### src/rtl/weighted_3x3_smoothing_filter_core_defines.svh
// assertion macros shared by the smoothing filter rtl
`ifndef WEIGHTED_3X3_SMOOTHING_FILTER_CORE_DEFINES_SVH
`define WEIGHTED_3X3_SMOOTHING_FILTER_CORE_DEFINES_SVH
`ifndef SYNTHESIS
// same-cycle implication
`define WSF_ASSERT_SAME(label, ck, rn, ante, cons) \
	label: assert property (@(posedge ck) disable iff (!rn) (ante) |-> (cons)) \
		else $error("wsf assertion failed");
// next-cycle implication
`define WSF_ASSERT_NEXT(label, ck, rn, ante, cons) \
	label: assert property (@(posedge ck) disable iff (!rn) (ante) |=> (cons)) \
		else $error("wsf assertion failed");
`else
`define WSF_ASSERT_SAME(label, ck, rn, ante, cons)
`define WSF_ASSERT_NEXT(label, ck, rn, ante, cons)
`endif
`endif

### src/rtl/wsf_pkg.sv
`timescale 1ns / 1ps
package wsf_pkg;

	// channels per texel, red at index 0
	localparam int NUM_CH = 3;

	// kernel weights scaled by six: centre 1, edges 1/2, corners 1/3
	localparam int CENTRE_WEIGHT = 6;
	localparam int EDGE_WEIGHT   = 3;
	localparam int CORNER_WEIGHT = 2;
	localparam int DIVISOR       = 26;
	localparam int ROUND_BIAS    = DIVISOR / 2;

	// weighted sum grows by at most five bits over one channel
	localparam int SUM_HEADROOM = 5;

	// frame size after reset
	localparam int RESET_SIZE = 512;

	// configuration register indexes
	localparam int REG_IDX_W = 2;
	localparam logic [REG_IDX_W-1:0] REG_BYPASS = 2'd0;
	localparam logic [REG_IDX_W-1:0] REG_WIDTH  = 2'd1;
	localparam logic [REG_IDX_W-1:0] REG_HEIGHT = 2'd2;

	// per-word result flags carried down the pipeline
	typedef struct packed {
		logic interior;
		logic border;
		logic last;
	} wsf_flags_t;

endpackage

### src/rtl/wsf_window.sv
`timescale 1ns / 1ps
module wsf_window #(
	parameter int CHANNEL_BITS = 16
) (
	input  logic                                                  clk,
	input  logic                                                  shift,
	input  logic [wsf_pkg::NUM_CH-1:0][CHANNEL_BITS-1:0]          up1,
	input  logic [wsf_pkg::NUM_CH-1:0][CHANNEL_BITS-1:0]          up2,
	input  logic [wsf_pkg::NUM_CH-1:0][CHANNEL_BITS-1:0]          cur,
	output logic [wsf_pkg::NUM_CH-1:0]
		[CHANNEL_BITS+wsf_pkg::SUM_HEADROOM-1:0]                     sum
);
	import wsf_pkg::*;

	localparam int SW = CHANNEL_BITS + SUM_HEADROOM;

	// two older columns of the 3x3 neighbourhood, top to bottom
	logic [NUM_CH-1:0][CHANNEL_BITS-1:0] win_q [6];

	// shift in the column that just arrived
	always_ff @(posedge clk) begin
		if (shift) begin
			win_q[0] <= win_q[3];
			win_q[1] <= win_q[4];
			win_q[2] <= win_q[5];
			win_q[3] <= up2;
			win_q[4] <= up1;
			win_q[5] <= cur;
		end
	end

	// weighted sum per channel
	for (genvar i = 0; i < NUM_CH; i++) begin : g_ch
		logic [SW-1:0] centre;
		logic [SW-1:0] edges;
		logic [SW-1:0] corners;

		assign centre  = SW'(win_q[4][i]);
		assign edges   = SW'(win_q[1][i]) + SW'(up1[i]) + SW'(win_q[3][i]) + SW'(win_q[5][i]);
		assign corners = SW'(win_q[0][i]) + SW'(win_q[2][i]) + SW'(up2[i]) + SW'(cur[i]);
		assign sum[i]  = SW'(CENTRE_WEIGHT) * centre + SW'(EDGE_WEIGHT) * edges
			+ SW'(CORNER_WEIGHT) * corners;
	end

endmodule

### config.mk
export PLATFORM = sky130hd
export DESIGN_NAME = wsf_window
export DESIGN_NICKNAME = d
export VERILOG_FILES = /design/src/rtl/weighted_3x3_smoothing_filter_core_defines.svh /design/src/rtl/wsf_pkg.sv /design/src/rtl/wsf_window.sv
export SDC_FILE = /design/constraint.sdc
export NUM_CORES = 1
export LEC_CHECK = 0
export ABC_AREA = 0
export BUFFER_PORTS_ARGS = -buffer_cell sky130_fd_sc_hd__buf_4
export CAP_MARGIN = 20
export CORE_ASPECT_RATIO = 0.6
export CORE_UTILIZATION = 40
export CTS_CLUSTER_DIAMETER = 200
export DETAILED_ROUTE_END_ITERATION = 12
export PLACE_DENSITY = 0.53
export SETUP_SLACK_MARGIN = 0.5
export SLEW_MARGIN = 15
export SYNTH_ARGS = -nofsm -noshare
export SYNTH_HDL_FRONTEND = slang
export SYNTH_SLANG_ARGS = --single-unit
### constraint.sdc
create_clock -name clk -period 18.03 [get_ports clk]
set_input_delay 1.803 -clock clk [delete_from_list [all_inputs] [get_ports clk]]
set_output_delay 1.803 -clock clk [all_outputs]
set_load 0.01 [all_outputs]
Yosys cells after proc, flatten, opt, wreduce, memory -nomap -nowiden
Memory sizes are Yosys's and may differ from the RTL's.
Cells that the tools add are included.

word-level totals
  memories = 1
  input port bits = 146
  word-level logic and storage cells = 33
  output and inout port bits = 63
  bits in registers = 0
  RAM bits = 288

cells by class
  $add $sub $neg = 24
  multipliers = 6
  multiplexer cells = 2

memories
  name   depth  bits a word  rd ports  clocked after memory_dff  write ports  line              text
  win_q  6      48           6         0                         6            wsf_window.sv:18  logic [NUM_CH-1:0][CHANNEL_BITS-1:0] win_q [6];

operators by type and width
  kind                   number
  $add 18x16->19         6
  $add 17x16->18         6
  $add 16x16->17         6
  $add 19x21->21         3
  $add 21x20->21         3
  $mul 2x19->21 const A  3
  $mul 2x16->18 const A  3
  $mux 1                 2

Longest topological paths before layout
An unclocked memory read counts as a cell.

  depth in word-level cells = 7
  mapped depth = 26
  depth with buffers taken out = 26

Least setup slack after synthesis
Ideal clock, no wire load.

  path kind = input to output
  start = input up2[20] in the netlist's numbering
  end = output sum[39] in the netlist's numbering
  required time = 16.227 ns
  arrival time = 7.260 ns
  stages on the path = 23
  setup slack = 8.967 ns
  path through = inv_1 > fa_1 > fa_1 > inv_1 > ha_1 > and3_1 > a2111oi_4 > a211oi_2 > or3_1 > a31o_1 > a21oi_2 > xor2_1 > fa_1 > inv_1 > fa_1 > ha_1 > and3_1 > and3b_1 > a211o_1 > a21oi_1 > nor2_1 > a211oi_1 > o211ai_1

RTL lines
  element          line              text
  start, declared  wsf_window.sv:8   input logic [wsf_pkg::NUM_CH-1:0][CHANNEL_BITS-1:0] up2,
  end, declared    wsf_window.sv:11  [CHANNEL_BITS+wsf_pkg::SUM_HEADROOM-1:0] sum

==> qor.csv <==
metric,value,unit
TritonCTS buffer count,34,
"reg-to-reg slack, setup",17190,ps
CTS Hold Bufs,0,
Hold Startpoint,win_q[3][42]$_DFFE_PP_,
Die Span Y,196.1,um
worst skew pair latency,570,ps
clk buf depth,3,
clock skew,21.39,ps
clock tree sinks,288,
WP data required,16230,ps
Routed wire per std cell,17.94,um
max reg flops,288,
final setup vio count,0,
first-pass iteration count of the detailed router,6,
# diodes,0,
Worst path top cell family by delay,adder cells,
post-route ant nets,0,
worst reg-to-reg path cell count,0,
H-tree Lvls,2,
Hold EP,win_q[0][42]$_DFFE_PP_,
Worst Hold Class,reg -> reg,
DR vias,16592,
CORE AREA,61480,um2
Max-Cap Viols,0,
setup bufs post-CTS,0,
final WL,59980,um
"Avg Cell Area, Syn",11.19,um2
Final Hold Viols,0,
status,finished clean,
min cycle time layout,9931,ps
design area,28900,um2
CP peak stage delay,540,ps
grt ovf,0,
Crit. End Element,primary output,
Final Max Slew Viols,0,
"flops & latches, synth",288,
Post-Syn Nets,2904,
GPL Wtd Cong,0.8956,
CTS tree,yes,
Synth Flop Type,edfxtp_1,
Synth Instances,2245,
Critical Path Most Common Cell,fa_1,
critical path data arrival time,8130,ps
root buffer cell,clkbuf_16,
Post-layout nets,3149,
CTS clock-pin slew for the worst setup and hold paths,60,ps
CP Class,in -> out,
WHS Path Cells,0,
die area,63820,um2
Top Registers,win_q: 288 flops,
Starting Density,40.84,%
Layout area overhead,15.07,%
RSZ-0062 raised after global routing,no,
Startpoint Class,primary input,
R2R Path Start,win_q[4][47]$_DFFE_PP_,
ys async rst share,0,%
Buf/Inv on CP,5,
Site Rows,70,
crit path max fanout,5,
post-synthesis sequential area ratio,34.44,%
Setup TNS Final,0,ps
"Cell Area, Synth",25110,um2
Port Buffers,208,
most flop-heavy register,win_q,
dpl ws,8124,ps
layout cells sized above 1,11.33,%
drc violations,0,
vias in the first global route,17102,
# resized after CTS,0,
yosys warns,0,
post-synth cell types,71,
Hold Slack,429.2,ps
Post-Place Cell Area,27740,um2
Post-synth EDFFs,288,
Iter 0 DRT Violations,1056,
initial antenna violation count,0,
# IOs,209,
All-Layer GR Usage,19.39,%
slew margin rel.,33.64,%
achievable frequency,0.1007,GHz
r2r endpoint,win_q[1][47]$_DFFE_PP_,
Vias/cell,4.963,
largest net degree at the start of global routing,110,
setup ws final,8099,ps
Tightest Pin Transition,987.0,ps
Die W,325.5,um
Final HPWL DP,49560,um
first-pass GRT wire length,95980,um
crit path max-delay cell type,a2111oi_4,
period utilisation layout,55.08,%
==> layer usage <==
| layer | global-route usage [%] | vias up | part of all wire (%) |
|---|---|---|---|
| met1 | 31.45 | 8168 | 54 |
| met4 | 4.017 | 0 | 1.6 |
| li1 | - | 8010 | - |
| met2 | 26.47 | 358 | 39 |
| met5 | 0 | - | 0 |
| met3 | 3.377 | 56 | 5.3 |
==> synth_stat cells, drive strengths merged, types with 20 or more instances <==
library cell / n / share of area [%]
xor2: 51 / 1.8
o21a: 31 / 0.93
ha: 213 / 11
nor2: 94 / 1.4
nand2: 46 / 0.69
a21oi: 125 / 2.5
xnor2: 94 / 3.3
a21o: 55 / 1.7
fa: 300 / 24
o21ai: 92 / 1.8
o21bai: 20 / 0.60
edfxtp: 288 / 34
nand3: 28 / 0.56
nor2b: 29 / 0.72
nor3: 30 / 0.60
inv: 538 / 8.0
a211oi: 26 / 0.80
==> cells in the final DEF, fill, tap and decap left out, types with 5 or more instances in the layout <==
cell type and n:
clkbuf_1 5, a21oi_1 123, or2_2 5, buf_4 212, o21ai_1 26, o21ai_0 66
fa_1 300, nand2b_1 17, clkbuf_16 37, inv_1 538, nor3_1 30, xor2_1 51
o211ai_1 12, ha_1 213, xnor2_1 94, nor2_1 94, o31a_1 7, nand3_1 28
nor2b_1 29, and3_1 13, a211oi_1 25, o31ai_1 14, o21bai_1 20, o21a_1 31
edfxtp_1 288, a31oi_1 11, or3_1 12, nand4_1 10, nand2_1 46, a21o_1 54
==> cell type report <==
cell class / instances / area [um2]
Tap cell: 828 / 1036
Sequential cell: 288 / 8648
Inverter: 538 / 2019
Fill cell: 5747 / 32590
Clock buffer: 42 / 944.7
Timing Repair Buffer: 213 / 1607
Multi-Input combinational cell: 1415 / 14430
Clock inverter: 19 / 211.5
==> through the flow <==
| stage | utilization [%] | instances |
|---|---|---|
| after CTS | 47.00 | 3343 |
| final | 47.00 | 3343 |
| after floorplan | - | 2245 |
| after detailed placement | 45.12 | 3282 |
| after global placement | 45.12 | 3282 |
| after global routing | 47.00 | 3343 |
==> how the worst max path moves through the flow <==
stage,from,to,slack (ps),cells after the start
floorplan,up2[20],sum[39],8970,23
global placement,up2[20],sum[39],8190,25
detailed placement,up2[20],sum[39],8120,25
CTS,up2[20],sum[39],8110,25
global route,up1[17],sum[39],7760,26
finish,up2[20],sum[39],8100,25
==> cells by family (layout without fill, tap and decap cells) <==
family / after synthesis / in the layout / synth area share (%)
AOI/OAI and AO/OA: 448 / 448 / 11.66
xor gates and xnor gates: 145 / 145 / 5.057
adders and majority gates: 513 / 513 / 34.53
buffers and inverters: 542 / 812 / 8.102
DFF: 288 / 288 / 34.44
and+or+nand+nor: 309 / 309 / 6.208
Power is not shown: default switching activity piles up to over one toggle a cycle in this logic, so the estimate is an artifact.
