===== config.mk =====
export PLATFORM = sky130hd
export DESIGN_NAME = wsf_rdiv
export DESIGN_NICKNAME = d
export VERILOG_FILES = /design/src/rtl/weighted_3x3_smoothing_filter_core_defines.svh /design/src/rtl/wsf_pkg.sv /design/src/rtl/wsf_rdiv.sv
export SDC_FILE = /design/constraint.sdc
export NUM_CORES = 1
export LEC_CHECK = 0
export BUFFER_PORTS_ARGS = -buffer_cell sky130_fd_sc_hd__buf_2
export CAP_MARGIN = 40
export CORE_MARGIN = 5
export CORE_UTILIZATION = 55
export CTS_CLUSTER_SIZE = 10
export DETAILED_ROUTE_END_ITERATION = 12
export HOLD_SLACK_MARGIN = 0.06
export PLACE_DENSITY_LB_ADDON = 0.08
export RECOVER_POWER = 50
export SLEW_MARGIN = 10
export SYNTH_ARGS = -nofsm -noshare
export SYNTH_HDL_FRONTEND = slang
export SYNTH_SLANG_ARGS = --single-unit

===== constraint.sdc =====
create_clock -name clk -period 23.3 [get_ports clk]
set_input_delay 1.165 -clock clk [delete_from_list [all_inputs] [get_ports clk]]
set_output_delay 1.165 -clock clk [all_outputs]
set_load 0.1 [all_outputs]

===== src/rtl/weighted_3x3_smoothing_filter_core_defines.svh =====
// assertion macros shared by the smoothing filter rtl
`ifndef WEIGHTED_3X3_SMOOTHING_FILTER_CORE_DEFINES_SVH
`define WEIGHTED_3X3_SMOOTHING_FILTER_CORE_DEFINES_SVH
`ifndef SYNTHESIS
// same-cycle implication
`define WSF_ASSERT_SAME(label, ck, rn, ante, cons) \
	label: assert property (@(posedge ck) disable iff (!rn) (ante) |-> (cons)) \
		else $error("wsf assertion failed");
// next-cycle implication
`define WSF_ASSERT_NEXT(label, ck, rn, ante, cons) \
	label: assert property (@(posedge ck) disable iff (!rn) (ante) |=> (cons)) \
		else $error("wsf assertion failed");
`else
`define WSF_ASSERT_SAME(label, ck, rn, ante, cons)
`define WSF_ASSERT_NEXT(label, ck, rn, ante, cons)
`endif
`endif


===== src/rtl/wsf_pkg.sv =====
`timescale 1ns / 1ps
package wsf_pkg;

	// channels per texel, red at index 0
	localparam int NUM_CH = 3;

	// kernel weights scaled by six: centre 1, edges 1/2, corners 1/3
	localparam int CENTRE_WEIGHT = 6;
	localparam int EDGE_WEIGHT   = 3;
	localparam int CORNER_WEIGHT = 2;
	localparam int DIVISOR       = 26;
	localparam int ROUND_BIAS    = DIVISOR / 2;

	// weighted sum grows by at most five bits over one channel
	localparam int SUM_HEADROOM = 5;

	// frame size after reset
	localparam int RESET_SIZE = 512;

	// configuration register indexes
	localparam int REG_IDX_W = 2;
	localparam logic [REG_IDX_W-1:0] REG_BYPASS = 2'd0;
	localparam logic [REG_IDX_W-1:0] REG_WIDTH  = 2'd1;
	localparam logic [REG_IDX_W-1:0] REG_HEIGHT = 2'd2;

	// per-word result flags carried down the pipeline
	typedef struct packed {
		logic interior;
		logic border;
		logic last;
	} wsf_flags_t;

endpackage


===== src/rtl/wsf_rdiv.sv =====
`timescale 1ns / 1ps
module wsf_rdiv #(
	parameter int CHANNEL_BITS = 16
) (
	input  logic                                          clk,
	input  logic                                          en,
	input  logic [CHANNEL_BITS+wsf_pkg::SUM_HEADROOM-1:0] sum,
	output logic [CHANNEL_BITS-1:0]                       quot
);
	import wsf_pkg::*;

	// reciprocal of the divisor, exact for every dividend below 2**SW
	localparam int SW = CHANNEL_BITS + SUM_HEADROOM;
	localparam int K  = SW + $clog2(DIVISOR);
	localparam int MW = K - $clog2(DIVISOR) + 1;
	localparam int PW = SW + MW;
	localparam longint unsigned RECIP_L = ((longint'(1) << K) + DIVISOR - 1) / DIVISOR;
	localparam logic [MW-1:0] RECIP = MW'(RECIP_L);

	logic [SW-1:0] biased;
	logic [PW-1:0] prod_s3;

	// round to nearest, ties up
	assign biased = sum + SW'(ROUND_BIAS);

	always_ff @(posedge clk) begin
		if (en) begin
			prod_s3 <= PW'(biased) * PW'(RECIP);
		end
	end

	assign quot = prod_s3[K +: CHANNEL_BITS];

endmodule


==> Yosys cells after proc, flatten, opt, wreduce, memory -nomap -nowiden <==
Index checks and enable logic that the tools add are counted.
{ "totals": {"out_inout_bits": 16, "inputBits": 23, "word_cells": 3, "register_bits": 42} }
{ "op_classes": {"addsub": 1, "multipliers": 1} }
{ "op_table": {"columns": ["op", "count"], "rows": [
  ["21-bit by 22-bit multiplier with 42-bit output, second input constant", 1],
  ["21-bit by 4-bit adder with 21-bit output, second input constant", 1]
]} }

==> Longest topological paths before layout <==
Gate-level depths: netlist of run 1.
{ "logic_depth": {"word_depth": 2, "ltp_mapped": 30} }

==> Worst setup path after synthesis of run 1 <==
OpenSTA, ideal clock, no wires.
{ "synth_path": {"kind": "input -> register", "from": "in sum[0] in the netlist's numbering", "to": "reg prod_s3[32] (data pin)", "arrival_ns": 7.930, "setup_slack_ns": 15.106, "cell_stages": 26, "t_required_ns": 23.035, "setup_ns": 0.265, "path_cell_list": "ha_1 -> nor3_1 -> nand3b_1 -> nor3_1 -> and2_1 -> xor2_1 -> inv_1 -> fa_1 -> inv_1 -> fa_1 -> fa_1 -> fa_1 -> fa_1 -> inv_1 -> fa_1 -> fa_1 -> inv_1 -> ha_1 -> a21o_1 -> a21o_1 -> a21oi_1 -> o21ai_0 -> o31a_1 -> o211ai_1 -> a32oi_1 -> xor2_1"} }
{ "synth_between": {"elab_chain_cells": 2} }
{ "synth_lines": {"columns": ["element", "line", "rtl"], "rows": [
  ["start, declared", "wsf_rdiv.sv:7", "input logic [CHANNEL_BITS+wsf_pkg::SUM_HEADROOM-1:0] sum,"],
  ["21-bit by 4-bit adder with 21-bit output", "wsf_rdiv.sv:24", "assign biased = sum + SW'(ROUND_BIAS);"],
  ["21-bit by 22-bit multiplier with 42-bit output", "wsf_rdiv.sv:28", "prod_s3 <= PW'(biased) * PW'(RECIP);"],
  ["end signal, assigned", "wsf_rdiv.sv:28", null],
  ["end, declared", "wsf_rdiv.sv:21", "logic [PW-1:0] prod_s3;"]
]} }
No other way between the ends.
A chain may end at the register's enable or synchronous reset.

==> Final worst setup path of run 1 <==
Ends and elaborated chain as after synthesis.

==> results.sh, run 1 <==
export IMPL_gr_total_overflow=0
export IMPL_synth_distinct_cells=52
export IMPL_rsz0062_at_grt="false"
export IMPL_synth_top_area_frac=0.372
export IMPL_die_area_mm2=0.0181
export IMPL_synth_area_leader_cell="fa_1"
export IMPL_detail_route_antenna_nets=0
export IMPL_port_buffers=38
export IMPL_maxSlewHeadroom=0.207
export IMPL_routabilityCongestion=0.920
export IMPL_hold_violations=0
export IMPL_ctsLongestPathBuffers=2
export IMPL_drive_gt1_frac=0.0547
export IMPL_die_width_um=135
export IMPL_cpPeakStageDelay_ns=0.57
export IMPL_synth_main_ff_cell="edfxtp_1"
export IMPL_cpLargestDelayFamily="adder cells"
export IMPL_synth_nets=1231
export IMPL_core_mm2=0.0152
export IMPL_clkTransAtPathRegs_ns=0.05
export IMPL_wl_mm=19.6
export IMPL_period_minus_slack_ns=9.07
export IMPL_cts_sinks=16
export IMPL_synth_cells=854
export IMPL_cts_resized_gates=0
export IMPL_cts_root_buf="clkbuf_16"
export IMPL_antenna_found_initial=0
export IMPL_wl_met2_mm=10.5
export IMPL_setup_viol=0
export IMPL_critical_path_buf_inv_count=5
export IMPL_hold_ws_ns=1.57
export IMPL_grt_max_degree=17
export IMPL_maxSlewViolCount=0
export IMPL_tightestPinTransition_ns=1.19
export IMPL_dpl_hpwl_mm=18.5
export IMPL_ys_ff_latch=16
export IMPL_fp_dieH_um=135
export IMPL_hp_class="input pin to register"
export IMPL_areaGrowthSynthToFinish_pct=5.77
export IMPL_cts_tree="done"
export IMPL_initial_core_util=0.562
export IMPL_drc=0
export IMPL_synth_area_leaders="fa_1 (37%), ha_1 (29%), inv_1 (12%), edfxtp_1 (5.6%), xnor2_1 (2.2%)"
export IMPL_yosys_warnings=0
export IMPL_hold_path_cell_count=1
export IMPL_syn_cell_area_mm2=0.00855
export IMPL_cap_violations=0
export IMPL_wire_per_inst_um=18.1
export IMPL_cp_arrival_ns=9.05
export IMPL_fmax_ghz=0.110
export IMPL_numCtsBuffers=3
export IMPL_avgSynthCellArea_um2=10.0
export IMPL_cp_depth=27
export IMPL_min_period_over_period=0.389
export IMPL_post_cts_buffers=0
export IMPL_nets=1274
export IMPL_cts_hold_buf=0
export IMPL_post_place_ws_ns=14.00
export IMPL_end_kind="register"
export IMPL_num_fill_cells=1343
export IMPL_ys_async_sr_fraction=0
export IMPL_top_register="prod_s3"
export IMPL_tns_ns=0
export IMPL_seq_area_frac_synth=0.0562
export IMPL_ys_top_cells_by_count="inv_1 (280), ha_1 (195), fa_1 (159)"
export IMPL_startpoint_type="input pin"
export IMPL_synth_edff_count=16
export IMPL_dr_wl_met3_um=595
export IMPL_grt_pass1_wl_mm=32.0
export IMPL_status="complete, no violations"
export IMPL_met1_length_mm=8.23
export IMPL_finalWorstSetupSlack_ns=14.23
export IMPL_crit_top_cell="fa_1"
export IMPL_crit_type="input pin to register"
export IMPL_grt_pass1_vias=6206
export IMPL_crit_fanout=8
export IMPL_top_layer="met4"
export IMPL_cp_slowest_cell="fa_1"
export IMPL_antenna_cells=0
export IMPL_yosysMostFrequentCell="inv_1"
export IMPL_drt_iter0_drc=187
export IMPL_cp_required_ns=23.29
export IMPL_io_pins=39
export IMPL_gr_usage_all_layers=0.228
export IMPL_drt_pass1_iter_count=4
export IMPL_via_count=5710
export IMPL_largestRegisters="prod_s3: 16 flops"
export IMPL_htreeDepth=1
export IMPL_num_rows=45
export IMPL_viasPerCell=5.27
export IMPL_largest_register_ffs=16
cells in the final DEF (no fill, tap or decap), drive strengths merged, types with 2 or more instances in the layout:
master	n
nor2	14
a211oi	6
or2	2
edfxtp	16
o21ai	17
nand4	7
a21o	11
a21oi	20
ha	195
nor2b	3
nand3	10
o31a	2
o211a	2
and4	3
o211ai	5
inv	280
buf	30
nand2	16
fa	159
and2	2
nand3b	2
clkbuf	12
and3	12
a31oi	3
nor3	8
o21a	3
xor2	19
a221oi	2
xnor2	21
routing by layer:
| metal | vias to the layer above | GRT usage |
|---|---|---|
| met5 | - | 0 |
| met1 | 2857 | 0.300 |
| met4 | 0 | 0.0328 |
| met3 | 15 | 0.0246 |
| li1 | 2753 | - |
| met2 | 85 | 0.416 |
metrics by stage:
stage | instance area [um^2] | instances | util
6_report | 9040 | 1084 | 0.595
5_1_grt | 9040 | 1084 | 0.595
4_1_cts | 9050 | 1084 | 0.595
3_5_place_dp | 8970 | 1080 | 0.590
3_3_place_gp | 8970 | 1080 | 0.590
2_1_floorplan | 8550 | 854 | -
cells by family (layout without fill, tap and decap cells):
logic type,after synthesis,after routing,share of synthesized area
muxes,1,1,0.00117
adders and majority gates,354,354,0.658
AOI/OAI and AO/OA,82,82,0.0690
and+or+nand+nor,80,80,0.0501
DFF,16,16,0.0562
xor gates and xnor gates,40,40,0.0419
buffers and inverters,281,323,0.124
worst paths after layout:
path	from	to	slack (ns)
max	sum[0]	prod_s3[32]$_DFFE_PP_	14.23
min	en	prod_s3[26]$_DFFE_PP_	1.57
final cells by class:
cell class,instances,area [um^2],share of cell area
multi-input combinational,557,7010,0.775
inverter,280,1050,0.116
tap,188,235,0.0260
clock inverter,1,3.75,0.000415
timing repair buffer,39,186,0.0206
clock buffer,3,75.1,0.00830
sequential,16,480,0.0531
Power of run 1 is not shown: default switching activity piles up to over one toggle a cycle in this logic, so the estimate is an artifact.
==> inputs of run 2 (changes only) <==
clock period = 8.9 ns   (was 23.3 ns; I/O delays follow)
==> results.sh, run 2 (synthesis gave the netlist of run 1 again) <==
export IMPL_drive_gt1_frac=0.0662
export IMPL_numCtsBuffers=3
export IMPL_ctsLongestPathBuffers=2
export IMPL_gr_total_overflow=0
export IMPL_fp_dieH_um=135
export IMPL_end_kind="register"
export IMPL_io_pins=39
export IMPL_core_mm2=0.0152
export IMPL_tns_ns=0
export IMPL_crit_path_start="sum[0]"
export IMPL_tightestPinTransition_ns=1.19
export IMPL_detail_route_antenna_nets=0
export IMPL_rsz0062_at_grt="false"
export IMPL_largest_register_ffs=16
export IMPL_drc=0
export IMPL_post_cts_buffers=0
export IMPL_die_area_mm2=0.0181
export IMPL_drt_pass1_iter_count=4
export IMPL_cts_resized_gates=0
export IMPL_antenna_found_initial=0
export IMPL_cap_violations=0
export IMPL_nets=1285
export IMPL_hold_violations=0
export IMPL_grt_max_degree=17
export IMPL_largestRegisters="prod_s3: 16 flops"
export IMPL_areaGrowthSynthToFinish_pct=6.73
export IMPL_num_rows=45
export IMPL_crit_fanout=8
export IMPL_wire_per_inst_um=17.9
export IMPL_initial_core_util=0.562
export IMPL_cts_tree="done"
export IMPL_final_core_util=0.600
export IMPL_routabilityCongestion=0.960
export IMPL_top_register="prod_s3"
export IMPL_cp_required_ns=8.89
export IMPL_fmax_ghz=0.121
export IMPL_wl_mm=19.6
export IMPL_holdCritStartpoint="en"
export IMPL_cts_hold_buf=0
export IMPL_drt_iter0_drc=130
export IMPL_via_count=5727
export IMPL_final_common_cell="inv_1"
export IMPL_maxSlewHeadroom=0.213
export IMPL_antenna_cells=0
export IMPL_gr_usage_all_layers=0.226
export IMPL_setup_viol=0
export IMPL_cts_sinks=16
export IMPL_grt_pass1_wl_mm=31.8
export IMPL_status="complete, no violations"
export IMPL_clkTransAtPathRegs_ns=0.05
export IMPL_startpoint_type="input pin"
export IMPL_maxSlewViolCount=0
export IMPL_grt_pass1_vias=6261
export IMPL_port_buffers=38
export IMPL_die_width_um=135
export IMPL_hp_class="input pin to register"
export IMPL_dpl_hpwl_mm=18.7
export IMPL_cp_arrival_ns=8.23
export IMPL_min_period_over_period=0.926
export IMPL_crit_type="input pin to register"
export IMPL_final_cell_mix="inv_1 (280), ha_1 (195), fa_1 (159), buf_2 (29), xnor2_1 (21)"
export IMPL_viasPerCell=5.23
export IMPL_period_minus_slack_ns=8.24
export IMPL_htreeDepth=1
export IMPL_cts_root_buf="clkbuf_16"
-- run 2: cell types whose count changed in the layout (fill, tap and decap cells not counted), sizes merged --
cell and change:
buf +11
-- run 2: layout make-up --
cell class | count | area, um^2
sequential | 16 | 480
inverter | 280 | 1050
fill | 1350 | 6080
clock inverter | 1 | 3.75
clock buffer | 3 | 75.1
timing repair buffer | 50 | 269
multi-input combinational | 557 | 7010
tap | 188 | 235
-- run 2: worst paths after layout --
path	endpoint	slack, ns	cells after the start
worst max-delay path	prod_s3[32]$_DFFE_PP_	0.66	27
worst min-delay path	prod_s3[26]$_DFFE_PP_	0.86	1
-- run 2: per-layer routing --
layer	wire (um)	up-vias	part of all wire	GRT usage
met3	517	17	0.026	0.0246
met2	10400	69	0.53	0.415
met1	8340	2860	0.42	0.290
li1	-	2781	-	-
met4	368	0	0.019	0.0390
met5	0	-	0	0
-- run 2: worst max-delay path, stage by stage --
cell and delay, ns:
buf_2 0.20, ha_1 0.22, nor3_1 0.08, nand3b_1 0.25
nor3_1 0.60, nand4_1 0.21, xor2_1 0.33, inv_1 0.20
fa_1 0.52, inv_1 0.07, fa_1 0.48, fa_1 0.54
fa_1 0.54, fa_1 0.56, inv_1 0.06, fa_1 0.54
fa_1 0.56, inv_1 0.04, ha_1 0.33, a21o_1 0.19
a21o_1 0.17, a21oi_1 0.14, o21ai_0 0.12, o31a_1 0.35
o211ai_1 0.18, a32oi_1 0.14, xor2_1 0.16
-- run 2: metrics by stage --
step	worst slack, ns	instance area, um^2	cells	hold slack [ns]
final	0.656	9120	1095	0.859
after floorplan	1.43	8550	854	0.557
after global placement	0.618	9050	1091	0.877
after global routing	0.309	9120	1095	0.920
after CTS	0.709	9130	1095	0.640
after detailed placement	0.535	9050	1091	0.894
Power of run 2 is left out for the same reason.
